### config.mk
export PLATFORM = sky130hd
export DESIGN_NAME = rls_mul
export DESIGN_NICKNAME = d
export VERILOG_FILES = /design/src/design/rls_pkg.sv /design/src/design/rls_mul.sv
export SDC_FILE = /design/constraint.sdc
export NUM_CORES = 2
export LEC_CHECK = 0
export ABC_AREA = 1
export ABC_CLOCK_PERIOD_IN_PS = 7100
export CAP_MARGIN = 20
export CELL_PAD_IN_SITES_DETAIL_PLACEMENT = 1
export CELL_PAD_IN_SITES_GLOBAL_PLACEMENT = 2
export CORE_ASPECT_RATIO = 2
export CORE_MARGIN = 1.5
export CORE_UTILIZATION = 35
export DETAILED_ROUTE_END_ITERATION = 7
export DONT_BUFFER_PORTS = 1
export GPL_TIMING_DRIVEN = 0
export MAX_ROUTING_LAYER = met4
export PLACE_DENSITY_LB_ADDON = 0.3
export SYNTH_ARGS = -nofsm -noshare
export SYNTH_HDL_FRONTEND = slang
export SYNTH_SLANG_ARGS = --single-unit
### constraint.sdc
create_clock -name i_clk -period 7.1 [get_ports i_clk]
set_input_delay 0.355 -clock i_clk [delete_from_list [all_inputs] [get_ports i_clk]]
set_output_delay 0.355 -clock i_clk [all_outputs]
set_load 0.01 [all_outputs]
### src/design/rls_pkg.sv
// ---------------------------------------------------------------------------
// rls_pkg: shared types and constants for the RLS two-parameter estimator
// Word type, register map, reset values, sequencer states, saturating helpers.
// ---------------------------------------------------------------------------
package rls_pkg;

    localparam int WORD_W     = 64;
    localparam int DIGIT_W    = 8;
    localparam int MUL_STEPS  = WORD_W / DIGIT_W;
    localparam int DIV_STEPS  = WORD_W;

    localparam int CFG_IDX_W  = 3;
    localparam int CFG_DATA_W = 32;
    localparam int FF_W       = 17;
    localparam int A_W        = 19;
    localparam int B_W        = 21;
    localparam int COVI_W     = 31;
    localparam int ERR_W      = 32;
    localparam int COV_W      = 32;
    localparam int LAMBDA_FRAC = 16;

    localparam int DEF_SAMPLE_WIDTH = 16;
    localparam int DEF_FRAC_BITS    = 16;

    localparam logic [FF_W-1:0]   RST_FF   = 17'd65208;
    localparam logic [A_W-1:0]    RST_IA   = 19'd52429;
    localparam logic [B_W-1:0]    RST_IB   = 21'd13107;
    localparam logic [COVI_W-1:0] RST_IC   = 31'd32768000;
    localparam logic [A_W-1:0]    RST_ALO  = 19'd45875;
    localparam logic [A_W-1:0]    RST_AHI  = 19'd85197;
    localparam logic [B_W-1:0]    RST_BLO  = 21'd0;
    localparam logic [B_W-1:0]    RST_BHI  = 21'd196608;

    typedef logic signed [WORD_W-1:0] t_word;

    localparam t_word WORD_MAX = {1'b0, {(WORD_W-1){1'b1}}};
    localparam t_word WORD_MIN = {1'b1, {(WORD_W-1){1'b0}}};

    typedef enum logic [CFG_IDX_W-1:0] {
        CFG_FORGET = 3'd0,
        CFG_INIT_A = 3'd1,
        CFG_INIT_B = 3'd2,
        CFG_INIT_C = 3'd3,
        CFG_A_LO   = 3'd4,
        CFG_A_HI   = 3'd5,
        CFG_B_LO   = 3'd6,
        CFG_B_HI   = 3'd7
    } t_cfg_idx;

    typedef enum logic [4:0] {
        S_IDLE, S_LQ, S_PP0A, S_PP0B, S_PP1A, S_PP1B, S_DA, S_DB,
        S_N0, S_K0, S_N1, S_K1, S_W, S_YA, S_YB, S_EA, S_EB,
        S_C00M, S_C00S, S_C00D, S_C11M, S_C11S, S_C11D,
        S_C01M, S_C01S, S_C01D, S_DONE
    } t_state;

    function automatic t_word sat_add(t_word a, t_word b);
        logic signed [WORD_W:0] s;
        s = {a[WORD_W-1], a} + {b[WORD_W-1], b};
        if (s[WORD_W] != s[WORD_W-1]) return s[WORD_W] ? WORD_MIN : WORD_MAX;
        return s[WORD_W-1:0];
    endfunction

    function automatic logic signed [31:0] sat32(t_word a);
        if (a > t_word'(64'sh7FFF_FFFF)) return 32'sh7FFF_FFFF;
        if (a < -t_word'(64'sh8000_0000)) return 32'sh8000_0000;
        return a[31:0];
    endfunction

endpackage

### src/design/rls_mul.sv
// ---------------------------------------------------------------------------
// rls_mul: iterative saturating signed multiplier
// Magnitude product one 8-bit digit per cycle, then sign and 64-bit saturation.
// ---------------------------------------------------------------------------
module rls_mul (
    input  logic          i_clk,
    input  logic          i_rst_n,
    input  logic          i_start,
    input  rls_pkg::t_word i_x,
    input  rls_pkg::t_word i_y,
    output logic          o_done,
    output rls_pkg::t_word o_prod
);
    localparam int W  = rls_pkg::WORD_W;
    localparam int D  = rls_pkg::DIGIT_W;
    localparam int CW = $clog2(rls_pkg::MUL_STEPS);

    logic           r_busy, r_fin, r_neg, r_done;
    logic [CW-1:0]  r_cnt;
    logic [2*W-1:0] r_mc, r_acc;
    logic [W-1:0]   r_uy;
    rls_pkg::t_word r_prod;
    logic [W-1:0]   w_ux, w_uy;
    rls_pkg::t_word w_res;

    assign w_ux = i_x[W-1] ? W'(-i_x) : W'(i_x);
    assign w_uy = i_y[W-1] ? W'(-i_y) : W'(i_y);

    always_comb begin
        if (|r_acc[2*W-1:W-1]) begin
            w_res = r_neg ? rls_pkg::WORD_MIN : rls_pkg::WORD_MAX;
        end else begin
            w_res = r_neg ? -rls_pkg::t_word'(r_acc[W-1:0])
                          : rls_pkg::t_word'(r_acc[W-1:0]);
        end
    end

    always_ff @(posedge i_clk) begin
        if (!i_rst_n) begin
            r_busy <= 1'b0;
            r_fin  <= 1'b0;
            r_done <= 1'b0;
        end else begin
            r_done <= 1'b0;
            if (i_start) begin
                r_busy <= 1'b1;
                r_cnt  <= '0;
                r_mc   <= {{W{1'b0}}, w_ux};
                r_uy   <= w_uy;
                r_acc  <= '0;
                r_neg  <= i_x[W-1] ^ i_y[W-1];
            end else if (r_busy) begin
                r_acc <= r_acc + r_mc * (2*W)'(r_uy[D-1:0]);
                r_mc  <= r_mc << D;
                r_uy  <= r_uy >> D;
                r_cnt <= r_cnt + 1'b1;
                if (r_cnt == CW'(rls_pkg::MUL_STEPS - 1)) begin
                    r_busy <= 1'b0;
                    r_fin  <= 1'b1;
                end
            end else if (r_fin) begin
                r_fin  <= 1'b0;
                r_done <= 1'b1;
                r_prod <= w_res;
            end
        end
    end

    assign o_done = r_done;
    assign o_prod = r_prod;
endmodule

==> qor.yml <==
status: "complete, but fails checks"
violations: "negative hold slack, negative setup slack"
via_count: 63816
synth_compound_area_share_pct: 4.114
remaining_global_route_overflow: 0
critical_path_top_delay_cell: "fa_1"
timing.max_slew.rel_slack_pct: 13.80
post_synth_fa_ha_maj_area_fraction_pct: 30.05
cts.sink_count: 391
worst_pin_slew_ps: 1293
detail_route.wl_per_cell_um: 34.36
grt_setup_unrepaired: "yes"
maxClockFrequency_mhz: 138.2
routed_via_density: 5.363
startpoint_type: "register"
worstSetupEndpointType: "register"
timing.critical_path.mode_cell: "nand2_1"
hold_ws_ps: -3.487
synthDistinctLibCells: 47
regToRegStartpoint: "r_uy[4]"
delay_heaviest_family_cp: "adder cells"
cp.buffers_inverters: 7
grt_antenna_before_repair: 34
regToRegSetupSlack_ps: -130
final_cell_mix: "nand2_1, inv_1, fa_1"
multi_input_area_sq_mm: 0.04029
syn-cell-area_sq_mm: 0.06308
max-cap-violations: 0
fp.dieArea_sq_mm: 0.1829
yosysSeqAreaShare_pct: 18.57
drive_gt1_share_pct: 4.931
count_of_input_and_output_buffers: 0
floorplan.initialDensity_pct: 35.20
tritoncts: "yes"
io_pins: 196
global_route.usage.total_pct: 46.89
final_critical_path_setup_slack_ps: -134.8
yosys_warnings: 0
crit_path_cell_trace: "buf_4, clkbuf_2, clkbuf_4, nand2_1, inv_1, fa_1, fa_1, fa_1, inv_1, fa_1, inv_1, ha_1, nand2_1, inv_1, nand2_1, nor2_1, nand2_1, nor2_1, nand2_1, nand3b_2, nand3_1, nand3_1, nand2_1, nor2_1"
crit_cells: 24
floorplan.die.height_um: 603.4
gp_congestion: 1.089
slowest_delay_ps: 590
final_min_period_over_clock_period_pct: 101.9
final_antenna_net_count: 0
crit-reg2reg-capture: "r_acc[78]"
syn-mean-instance-area_sq_um: 6.799
synth_enable_flop_cells: 388
synth_top_family_by_area: "adder cells"
final_nets: 10626
cts_h_tree_depth: 2
clock_insertion_delay_worst_skew_ps: 750
grt_first_pass_wirelength_um: 565200
clock_tree.buffer_depth: 3
timing_hold_violations_final: 2
synth-simple-area-share_pct: 27.60
xor_xnor_portion_of_the_synthesized_cell_area_pct: 1.847
critPathCapture: "r_acc[78]"
cp_data_arrival_time_ps: 7710
drcViolationCount: 0
setup_viol_count_final: 4
grt_pass1_vias: 70197
num_rows: 220
timing_max_transition_violations_final: 0
layout.area.seq_sq_mm: 0.01171
grt_start_max_net_pins: 41
crit_path_max_fanout: 10
muxShareOfSynthArea_pct: 0
async_set_reset_flop_share_out_of_synthesis_pct: 0
setup-tns-final_ps: -383.5
fillCellCount: 23068
worst_ep_required_time_ps: 7570
place_hpwl_um: 343300
cts.root.buffer_cell: "clkbuf_16"
dr.first_iter.drc_count: 4475
yosys_reg_bits: 391
timing.reg2reg.worst_path_depth: 24
period_needed_ps: 7235
most_common_flop_cell_mapped_by_yosys: "edfxtp_1"
core-area_sq_mm: 0.1792
dieWidth_um: 303.2
clkSlewWorstSetupHoldPaths_ps: 70
synthCells: 9277
kind_of_path_behind_the_tightest_hold_check: "in -> reg"
clock_skew_ps: 64.16
cts_inserted_buffers: 46
synth.net_count: 10408
timing.hold.worst_path_depth: 2
path_class: "reg -> reg"
route.final.wire_length_um: 408800
detailedRoute.firstPassIterationCount: 5
area_growth_pct: 11.27
mostFrequentLayoutCell: "nand2_1"
timing.critical_path.from: "r_uy[4]"
cell families (layout without fill, tap and decap cells):
group                    after synthesis  count (layout)
AO/OA/AOI/OAI                        487             487
XOR/XNOR                             133             133
adder cells (fa/ha/maj)             1000            1000
buffers and inverters               2987            3242
flip-flops                           391             391
other                                  0              36
AND/OR/NAND/NOR                     4279            4279
registers in the layout, summed over array words and instances (netlist names):
register / count
o_done: 1
o_prod: 64
r_acc: 128
r_busy: 1
r_cnt: 3
r_fin: 1
r_mc: 128
r_neg: 1
r_uy: 64
synth_stat cells (4+ instances only):
cell,count,area share (%)
nand2_1,2959,18
inv_1,2624,16
fa_1,858,27
nor2_1,728,4.3
edfxtp_1,388,18
clkbuf_1,275,1.6
nand3_1,234,1.9
a21oi_1,222,1.8
o21ai_0,171,1.4
ha_1,142,2.8
xor2_1,120,1.7
nand4_1,75,0.74
nor3_1,74,0.59
nor2_2,57,0.57
a31oi_1,52,0.52
nand2_2,36,0.36
buf_1,32,0.19
inv_2,29,0.17
nand3_2,28,0.44
buf_2,17,0.13
and2_1,14,0.14
nor2_4,13,0.23
xnor2_1,13,0.18
nor4_1,12,0.12
o21bai_1,12,0.14
or2_2,10,0.099
o21a_1,9,0.11
and3_1,8,0.079
clkinv_1,8,0.048
nor3b_1,8,0.095
nand3b_1,7,0.083
o211ai_1,7,0.083
o21ai_1,6,0.048
nor3_2,5,0.079
o31ai_1,4,0.048
worst min-delay path by stage:
stage,start,to
after global placement,r_busy,o_done
after floorplan,r_busy,o_done
final,i_x[11],r_mc[11]
after CTS,i_x[7],r_mc[7]
after global routing,i_x[22],r_mc[22]
after detailed placement,r_fin,r_fin
what timing repair did:
| action | 4_1_cts | 5_1_grt |
|---|---|---|
| resized for setup | 85 | 89 |
| setup endpoints to repair | 99 | 57 |
| buffers inserted | 0 | 2 |
| hold buffers | 93 | 0 |
| hold endpoints to repair | 96 | 0 |
| pin swaps | 0 | 1 |
layout make-up:
cell class | count | share of cell area (%)
Tap cell | 2331 | 4.155
Sequential cell | 391 | 16.69
Antenna cell | 36 | 0.1284
Timing Repair Buffer | 172 | 3.143
Clock buffer | 53 | 1.708
Multi-Input combinational cell | 5899 | 57.41
Clock inverter | 32 | 0.5063
Buffer | 324 | 2.025
Inverter | 2661 | 14.24
worst register-to-register path, delay by kind of cell (launching register included):
kind	cells	cell delay (ps)
simple gates	12	2360
fa+ha+maj	5	2550
buf+inv	7	1730
flops	1	370
per-stage QoR:
step	worst slack [ps]	instances	hold slack [ps]	util [%]	instance area, sq um
2_1_floorplan	671.7	9277	416.9	-	63080
3_3_place_gp	-3810	11608	429.5	36.83	66000
3_5_place_dp	-1423	11672	459.7	37.43	67080
4_1_cts	10.80	11849	0.3265	38.92	69740
5_1_grt	-366.1	11890	14.68	39.15	70160
6_report	-134.8	11899	-3.487	39.17	70190
metal layers:
layer	vias up	share of wire (%)	global-route usage, %
li1	27169	-	-
met1	31415	27	36.51
met2	3089	50	79.57
met3	2143	6.2	11.97
met4	0	16	57.90
met5	-	0	-
Power is not shown: default switching activity piles up to over one toggle a cycle in this logic, so the estimate is an artifact.
