[src/design/rls_pkg.sv]
// ---------------------------------------------------------------------------
// rls_pkg: shared types and constants for the RLS two-parameter estimator
// Word type, register map, reset values, sequencer states, saturating helpers.
// ---------------------------------------------------------------------------
package rls_pkg;

    localparam int WORD_W     = 64;
    localparam int DIGIT_W    = 8;
    localparam int MUL_STEPS  = WORD_W / DIGIT_W;
    localparam int DIV_STEPS  = WORD_W;

    localparam int CFG_IDX_W  = 3;
    localparam int CFG_DATA_W = 32;
    localparam int FF_W       = 17;
    localparam int A_W        = 19;
    localparam int B_W        = 21;
    localparam int COVI_W     = 31;
    localparam int ERR_W      = 32;
    localparam int COV_W      = 32;
    localparam int LAMBDA_FRAC = 16;

    localparam int DEF_SAMPLE_WIDTH = 16;
    localparam int DEF_FRAC_BITS    = 16;

    localparam logic [FF_W-1:0]   RST_FF   = 17'd65208;
    localparam logic [A_W-1:0]    RST_IA   = 19'd52429;
    localparam logic [B_W-1:0]    RST_IB   = 21'd13107;
    localparam logic [COVI_W-1:0] RST_IC   = 31'd32768000;
    localparam logic [A_W-1:0]    RST_ALO  = 19'd45875;
    localparam logic [A_W-1:0]    RST_AHI  = 19'd85197;
    localparam logic [B_W-1:0]    RST_BLO  = 21'd0;
    localparam logic [B_W-1:0]    RST_BHI  = 21'd196608;

    typedef logic signed [WORD_W-1:0] t_word;

    localparam t_word WORD_MAX = {1'b0, {(WORD_W-1){1'b1}}};
    localparam t_word WORD_MIN = {1'b1, {(WORD_W-1){1'b0}}};

    typedef enum logic [CFG_IDX_W-1:0] {
        CFG_FORGET = 3'd0,
        CFG_INIT_A = 3'd1,
        CFG_INIT_B = 3'd2,
        CFG_INIT_C = 3'd3,
        CFG_A_LO   = 3'd4,
        CFG_A_HI   = 3'd5,
        CFG_B_LO   = 3'd6,
        CFG_B_HI   = 3'd7
    } t_cfg_idx;

    typedef enum logic [4:0] {
        S_IDLE, S_LQ, S_PP0A, S_PP0B, S_PP1A, S_PP1B, S_DA, S_DB,
        S_N0, S_K0, S_N1, S_K1, S_W, S_YA, S_YB, S_EA, S_EB,
        S_C00M, S_C00S, S_C00D, S_C11M, S_C11S, S_C11D,
        S_C01M, S_C01S, S_C01D, S_DONE
    } t_state;

    function automatic t_word sat_add(t_word a, t_word b);
        logic signed [WORD_W:0] s;
        s = {a[WORD_W-1], a} + {b[WORD_W-1], b};
        if (s[WORD_W] != s[WORD_W-1]) return s[WORD_W] ? WORD_MIN : WORD_MAX;
        return s[WORD_W-1:0];
    endfunction

    function automatic logic signed [31:0] sat32(t_word a);
        if (a > t_word'(64'sh7FFF_FFFF)) return 32'sh7FFF_FFFF;
        if (a < -t_word'(64'sh8000_0000)) return 32'sh8000_0000;
        return a[31:0];
    endfunction

endpackage

[src/design/rls_div.sv]
// ---------------------------------------------------------------------------
// rls_div: iterative signed divider, truncating toward zero
// Restoring division, one quotient bit per cycle; MIN / -1 gives MAX.
// ---------------------------------------------------------------------------
module rls_div (
    input  logic          i_clk,
    input  logic          i_rst_n,
    input  logic          i_start,
    input  rls_pkg::t_word i_n,
    input  rls_pkg::t_word i_d,
    output logic          o_done,
    output rls_pkg::t_word o_quo
);
    localparam int W  = rls_pkg::WORD_W;
    localparam int CW = $clog2(rls_pkg::DIV_STEPS);

    logic           r_busy, r_fin, r_neg, r_done;
    logic [CW-1:0]  r_cnt;
    logic [W-1:0]   r_q, r_rem, r_ud;
    rls_pkg::t_word r_quo;
    logic [W:0]     w_t, w_diff;

    assign w_t    = {r_rem, r_q[W-1]};
    assign w_diff = w_t - {1'b0, r_ud};

    always_ff @(posedge i_clk) begin
        if (!i_rst_n) begin
            r_busy <= 1'b0;
            r_fin  <= 1'b0;
            r_done <= 1'b0;
        end else begin
            r_done <= 1'b0;
            if (i_start) begin
                r_busy <= 1'b1;
                r_cnt  <= '0;
                r_q    <= i_n[W-1] ? W'(-i_n) : W'(i_n);
                r_ud   <= i_d[W-1] ? W'(-i_d) : W'(i_d);
                r_rem  <= '0;
                r_neg  <= i_n[W-1] ^ i_d[W-1];
            end else if (r_busy) begin
                if (!w_diff[W]) begin
                    r_rem <= w_diff[W-1:0];
                    r_q   <= {r_q[W-2:0], 1'b1};
                end else begin
                    r_rem <= w_t[W-1:0];
                    r_q   <= {r_q[W-2:0], 1'b0};
                end
                r_cnt <= r_cnt + 1'b1;
                if (r_cnt == CW'(rls_pkg::DIV_STEPS - 1)) begin
                    r_busy <= 1'b0;
                    r_fin  <= 1'b1;
                end
            end else if (r_fin) begin
                r_fin  <= 1'b0;
                r_done <= 1'b1;
                if (r_neg)            r_quo <= -rls_pkg::t_word'(r_q);
                else if (r_q[W-1])    r_quo <= rls_pkg::WORD_MAX;
                else                  r_quo <= rls_pkg::t_word'(r_q);
            end
        end
    end

    assign o_done = r_done;
    assign o_quo  = r_quo;
endmodule

[config.mk]
export PLATFORM = sky130hd
export DESIGN_NAME = rls_div
export DESIGN_NICKNAME = d
export VERILOG_FILES = /design/src/design/rls_pkg.sv /design/src/design/rls_div.sv
export SDC_FILE = /design/constraint.sdc
export NUM_CORES = 1
export LEC_CHECK = 0
export BUFFER_PORTS_ARGS = -buffer_cell sky130_fd_sc_hd__buf_2
export CAP_MARGIN = 30
export CORE_MARGIN = 4
export CORE_UTILIZATION = 40
export CTS_CLUSTER_SIZE = 24
export DETAILED_ROUTE_END_ITERATION = 12
export SYNTH_ARGS = -nofsm -noshare
export SYNTH_HDL_FRONTEND = slang
export SYNTH_SLANG_ARGS = --single-unit
[constraint.sdc]
create_clock -name i_clk -period 9.3 [get_ports i_clk]
set_input_delay 1.86 -clock i_clk [delete_from_list [all_inputs] [get_ports i_clk]]
set_output_delay 1.86 -clock i_clk [all_outputs]
set_load 0.01 [all_outputs]
==> results of run 1 <==
-- worst max-delay path, delay by kind of cell, from the launching register on --
family / cells / cell delay (ns)
and+or+nand+nor: 4 / 1.98
adders and majority gates: 2 / 0.67
buffers and inverters: 2 / 0.66
DFF: 1 / 0.46
AOI/OAI and AO/OA: 6 / 1.19
-- power by group through the flow --
stage | logic, uW | registers, uW | clock network (uW)
2_1_floorplan | 669 | 1500 | 0
3_3_place_gp | 897 | 1510 | 0
3_5_place_dp | 909 | 1520 | 0
4_1_cts | 915 | 1490 | 1360
5_1_grt | 1030 | 1500 | 1410
6_report | 916 | 1490 | 1320
-- through the flow --
step | utilization, % | power, uW | worst slack [ns] | hold slack (ns) | cell area (um^2)
after CTS | 46.3 | 3760 | 4.05 | 0.472 | 21000
after global routing | 46.3 | 3940 | 3.74 | 0.494 | 21000
after global placement | 43.7 | 2410 | 3.97 | 0.451 | 19800
after floorplan | - | 2170 | 1.64 | 0.417 | 18300
after detailed placement | 43.8 | 2420 | 3.93 | 0.458 | 19800
final | 46.3 | 3730 | 4.05 | 0.467 | 21000
-- final cells by class --
type	count	share of cell area, %
antenna	2	0.0239
clock buffer	37	3.95
clock inverter	21	1.40
inverter	93	1.68
multi-input combinational	1551	46.1
sequential	266	38.0
tap	600	3.58
timing repair buffer	210	5.32
-- final timing paths --
check | start | depth (start not counted) | endpoint
max reg2reg | r_q[63] | 14 | r_rem[63]
max | r_q[63] | 14 | r_rem[63]
min reg2reg | r_fin | 2 | r_fin
min | r_fin | 2 | r_fin
-- per-layer routing --
metal,up-vias,wire length [um],part of all wire (%)
li1,7686,-,-
met1,7384,22500,45
met2,444,23600,47
met3,75,2730,5.4
met4,0,1320,2.6
met5,-,0,0
-- cells by family (layout without fill, tap and decap cells) --
| logic type | count (synthesis) | after routing | synth area share (%) |
|---|---|---|---|
| xor+xnor | 174 | 174 | 8.32 |
| fa+ha+maj | 69 | 69 | 4.76 |
| buf+inv | 184 | 361 | 3.86 |
| other cells | 0 | 2 | 0 |
| compound gates | 598 | 598 | 19.9 |
| simple gates | 698 | 698 | 18.9 |
| flops | 266 | 266 | 43.5 |
| mux | 12 | 12 | 0.724 |
-- flip-flops by register name (all words and copies together) (netlist names) --
| register | count |
|---|---|
| r_ud | 64 |
| r_fin | 1 |
| r_cnt | 6 |
| r_neg | 1 |
| o_quo | 64 |
| r_rem | 64 |
| r_busy | 1 |
| r_q | 64 |
| o_done | 1 |
-- placed cells by master (no fill, tap or decap), types with 9 or more instances in the layout --
cell type  count
buf_2        194
nand2_1      258
nor2_1       136
o31ai_1       38
nor4_1        17
o21bai_1      14
a211oi_1      12
inv_1         91
and3_1        11
clkbuf_16     31
nand4_1       22
o21a_1        11
o22a_1        21
ha_1          68
o21ai_1       10
nand3_1       45
mux2_2        10
nand2b_1      15
buf_4         14
nor2b_1       12
a21o_1        34
nor3_1        50
o21ai_0      132
a31oi_1       31
o41ai_1       15
a211o_1        9
a21oi_1      229
or2_2         11
edfxtp_1     263
xor2_1        79
or3_1         46
xnor2_1       95
or4_1         20
==> impl_metrics.json, run 1 <==
{
  "gp_congestion": 0.919,
  "hold_path_class": "reg -> reg",
  "multi_input_area_um2": 9660,
  "cpMostUsedCell": "o31a_1",
  "grt_overflow": 0,
  "grt_pass1_vias": 15100,
  "initial_core_util_pct": 40.4,
  "p_leak_uw": 0.00788,
  "die_w_um": 222,
  "maxCapViolations": 0,
  "finalSetupViolCount": 0,
  "dr.pass1.iters": 5,
  "skew_ns": 0.0264,
  "clockPowerShare_pct": 35.5,
  "place_inst": 2720,
  "power_frac_seq_pct": 40.0,
  "insertion_delay_ns": 0.60,
  "cp_slowest_cell": "or2_1",
  "die_y_um": 222,
  "cts_resized": 0,
  "clockBufferDepth": 3,
  "grt_usage_pct": 19.5,
  "post_drt_via_cell_ratio": 5.61,
  "fin_crit_sh_pct": 56.4,
  "grt_antenna_before_repair": 1,
  "fin_cells": 2780,
  "yosysMostFrequentCell": "edfxtp_1",
  "power_frac_comb_pct": 24.5,
  "cts_tree": "done",
  "post_cts_buffers": 0,
  "syn-cell-area_um2": 18300,
  "grt_max_degree": 103,
  "synth.avg_cell_area_um2": 9.15,
  "regArea_um2": 7960,
  "drv_slew": 0,
  "end_kind": "flop",
  "synth_edf_count": 263,
  "dieArea_um2": 49300,
  "routed_wl_mm": 50.1,
  "syn_nets": 2201,
  "numPortBuffers": 195,
  "hold_viol": 0,
  "drtIter0Drc": 1239,
  "drive_gt1_share_pct": 15.0,
  "syn_inst": 2001,
  "synth_seq_area_share_pct": 43.5,
  "worst_slew_pin_slew_ns": 1.01,
  "rsz0062_at_grt": "false",
  "grt_pass1_wl_mm": 79.9,
  "io_pins": 196,
  "netlist_top_cells_area": "edfxtp_1 43%, a21oi_1 6.3%, nand2_1 5.3%",
  "drc": 0,
  "swShare_pct": 30.6,
  "critPathRequiredTime_ns": 9.62,
  "critical_path_class": "reg -> reg",
  "wl_per_cell_um": 18.0,
  "max_slew_margin_pct": 32.9,
  "r2r_setup_slack_ns": 4.05,
  "fillers": 4374,
  "cts_root_buffer": "clkbuf_16",
  "status": "finished clean",
  "powerDensity_nw_per_um2": 178,
  "max_freq_mhz": 191,
  "ir_drop_v": 0.000138,
  "crit_path_max_fanout": 33,
  "clock_sinks": 266,
  "critPathLaunchType": "flop",
  "core-area_um2": 45300,
  "finalNetCount": 2353,
  "synthFlopType": "edfxtp_1",
  "cpPeakStageDelay_ns": 0.83,
  "grtUsageMet1_pct": 26.3,
  "num_vias": 15600,
  "final.setup.tns_ns": 0,
  "crit_arrival_ns": 5.56,
  "num_rows": 78,
  "syn2layout_area_growth_pct": 14.5,
  "cts_hold_buf": 0,
  "met2_usage_pct": 33.0,
  "crit_chain": "inv_1 -> ha_1 -> fa_1 -> nor2b_1 -> o31a_1 -> o41ai_1 -> or3_1 -> a21boi_1 -> o21a_1 -> o31a_1 -> or2_1 -> buf_4 -> a2111oi_0 -> or4_1",
  "p_switching_uw": 1140,
  "synth_top_area_share_pct": 43.1,
  "dpl.hpwl_mm": 37.3,
  "ant_nets": 0,
  "cts_buffers": 31,
  "ys_warn_count": 0,
  "synth_cell_type_count": 80,
  "period_needed_ns": 5.25,
  "top_usage_layer": "met2",
  "cts_max_level": 1,
  "yosysTopAreaCell": "edfxtp_1",
  "clkTransAtPathRegs_ns": 0.07,
  "synth_seq_cells": 266,
  "use_met3_pct": 3.22,
  "yosys-top-cells-count": "263 x edfxtp_1, 258 x nand2_1, 229 x a21oi_1, 138 x nor2_1, 132 x o21ai_0",
  "p_int_uw": 2590,
  "async_flop_share_pct": 0
}
(Power assumes the default switching activity.)
==> run 2, diff against run 1 <==
- clock period: 9.3 -> 5.24 ns (I/O delays scaled with it)
==> run 2 against run 1 <==
  * Register-to-register slack worse by 3.5 ns
  * Worst hold slack gained 0.0019 ns
  * Total power increased by 73%
  * Utilization is 0.21 points lower
  * Worst setup slack worse by 3.5 ns
  * Clock-buffer cell count fell by 1
  * Global-route usage grew 0.46 points
  * Cell area fell by 0.45%
  * Sequential power increased by 78%
  * Combinational power rose by 78%
  * Non-clock buffer count unchanged
==> impl_metrics.json, run 2 (same netlist as run 1, synthesis figures left out) <==
{
  "met2_usage_pct": 33.3,
  "cts_hold_buf": 0,
  "insertion_delay_ns": 0.59,
  "max_slew_margin_pct": 37.7,
  "post_cts_buffers": 0,
  "maxCapViolations": 0,
  "grt_overflow": 0,
  "io_pins": 196,
  "crit_path_max_fanout": 26,
  "drtIter0Drc": 1389,
  "dpl.hpwl_mm": 38.4,
  "critPathRequiredTime_ns": 5.56,
  "die_y_um": 222,
  "path_buf_inv": 1,
  "cts_max_level": 1,
  "p_int_uw": 4450,
  "hold_path_class": "reg -> reg",
  "swShare_pct": 31.2,
  "drive_gt1_share_pct": 14.5,
  "grt_pass1_wl_mm": 81.4,
  "period_needed_ns": 4.64,
  "syn2layout_area_growth_pct": 14.0,
  "numPortBuffers": 195,
  "die_w_um": 222,
  "crit_chain": "inv_1 -> ha_1 -> fa_1 -> nor2b_1 -> o31a_1 -> o41ai_1 -> or3_1 -> a21boi_1 -> o21a_1 -> nor4_2 -> or2_2 -> a2111oi_0 -> or4_1",
  "final.setup.tns_ns": 0,
  "drc": 0,
  "worst_slew_pin_slew_ns": 0.933,
  "cpPeakStageDelay_ns": 0.63,
  "wl_per_cell_um": 18.5,
  "clock_sinks": 266,
  "totalPowerFinal_uw": 6460,
  "p_switching_uw": 2020,
  "clkTransAtPathRegs_ns": 0.07,
  "final_cell_mix": "263 x edfxtp_1, 258 x nand2_1, 229 x a21oi_1",
  "top_usage_layer": "met2",
  "cp_slowest_cell": "nor4_2",
  "power_frac_seq_pct": 41.0,
  "num_rows": 78,
  "cts_buffers": 31,
  "rsz0062_at_grt": "false",
  "dr.pass1.iters": 5,
  "powerDensity_nw_per_um2": 310,
  "finalNetCount": 2353,
  "hold_viol": 0,
  "cts_tree": "done",
  "num_vias": 15600,
  "cpLargestDelayFamily": "simple AND/OR/NAND/NOR gates",
  "grtUsageMet1_pct": 27.3,
  "crit_arrival_ns": 4.97,
  "clockBufferDepth": 3,
  "status": "finished clean",
  "post_drt_via_cell_ratio": 5.62,
  "dieArea_um2": 49300,
  "power_frac_comb_pct": 25.1,
  "grt_max_degree": 103,
  "core-area_um2": 45300,
  "p_leak_uw": 0.00783,
  "fillers": 4404,
  "cts_resized": 0,
  "critical_path_class": "reg -> reg",
  "drv_slew": 0,
  "ant_nets": 0,
  "grt_antenna_before_repair": 1,
  "routed_wl_mm": 51.3,
  "critPathLaunchType": "flop",
  "clockPowerShare_pct": 33.8,
  "fin_crit_sh_pct": 88.6,
  "use_met3_pct": 2.90,
  "ir_drop_v": 0.000299,
  "max_freq_mhz": 215,
  "finalSetupViolCount": 0,
  "final_common_cell": "edfxtp_1",
  "grt_pass1_vias": 14900,
  "skew_ns": 0.00987,
  "grt_usage_pct": 20.0,
  "end_kind": "flop",
  "cts_root_buffer": "clkbuf_16",
  "initial_core_util_pct": 40.4,
  "gp_congestion": 0.902
}
## run 2: cell types whose count changed in the layout (fill, tap and decap cells not counted), moves of 2 or more
cell | previous run | this run
clkinv_1 | 0 | 9
clkbuf_8 | 3 | 0
clkinvlp_4 | 6 | 3
bufinv_16 | 6 | 4
clkbuf_1 | 3 | 5
clkinv_2 | 6 | 4
## run 2: metal layers
metal	vias to the layer above	wire, um
met1	7378	22900
li1	7685	-
met5	-	0
met3	70	2790
met2	487	24300
met4	0	1300
## run 2: through the flow
step / cell area [um^2] / utilization (%) / hold slack (ns) / setup WS, ns / instances
global route: 20900 / 46.1 / 0.522 / 0.192 / 2778
CTS: 20800 / 46.0 / 0.480 / 0.549 / 2776
finish: 20900 / 46.1 / 0.469 / 0.596 / 2778
global placement: 19800 / 43.8 / 0.457 / 0.873 / 2719
detailed placement: 19800 / 43.8 / 0.464 / 0.574 / 2719
floorplan: 18300 / - / 0.437 / 0.175 / 2001
## run 2: cell type report
type	count	area, um^2	area share, %
Multi-Input combinational cell	1551	9670	46.3
Sequential cell	266	7960	38.1
Timing Repair Buffer	210	1130	5.40
Clock buffer	36	795	3.81
Tap cell	600	751	3.60
Inverter	93	352	1.68
Clock inverter	21	216	1.04
Antenna cell	1	2.50	0.0120
## run 2: tightest hold or removal path, cell delays in order, from the launching register on
cell and delay, ns:
dfxtp_1 0.33, nor2_1 0.05, nor2_1 0.06
## run 2: worst paths after layout
kind,startpoint,to,slack [ns],cells after the start
hold / removal,r_fin,r_fin,0.47,2
setup reg to reg,r_q[63],r_rem[63],0.60,13
setup / recovery,r_q[63],r_rem[63],0.60,13
hold reg to reg,r_fin,r_fin,0.47,2
## run 2: power by group through the flow
stage	Sequential [uW]	Clock (uW)	Combinational (uW)
after floorplan	2660	0	1190
after global placement	2690	0	1590
after detailed placement	2690	0	1610
after CTS	2650	2250	1620
after global routing	2670	2330	1820
final	2650	2190	1630
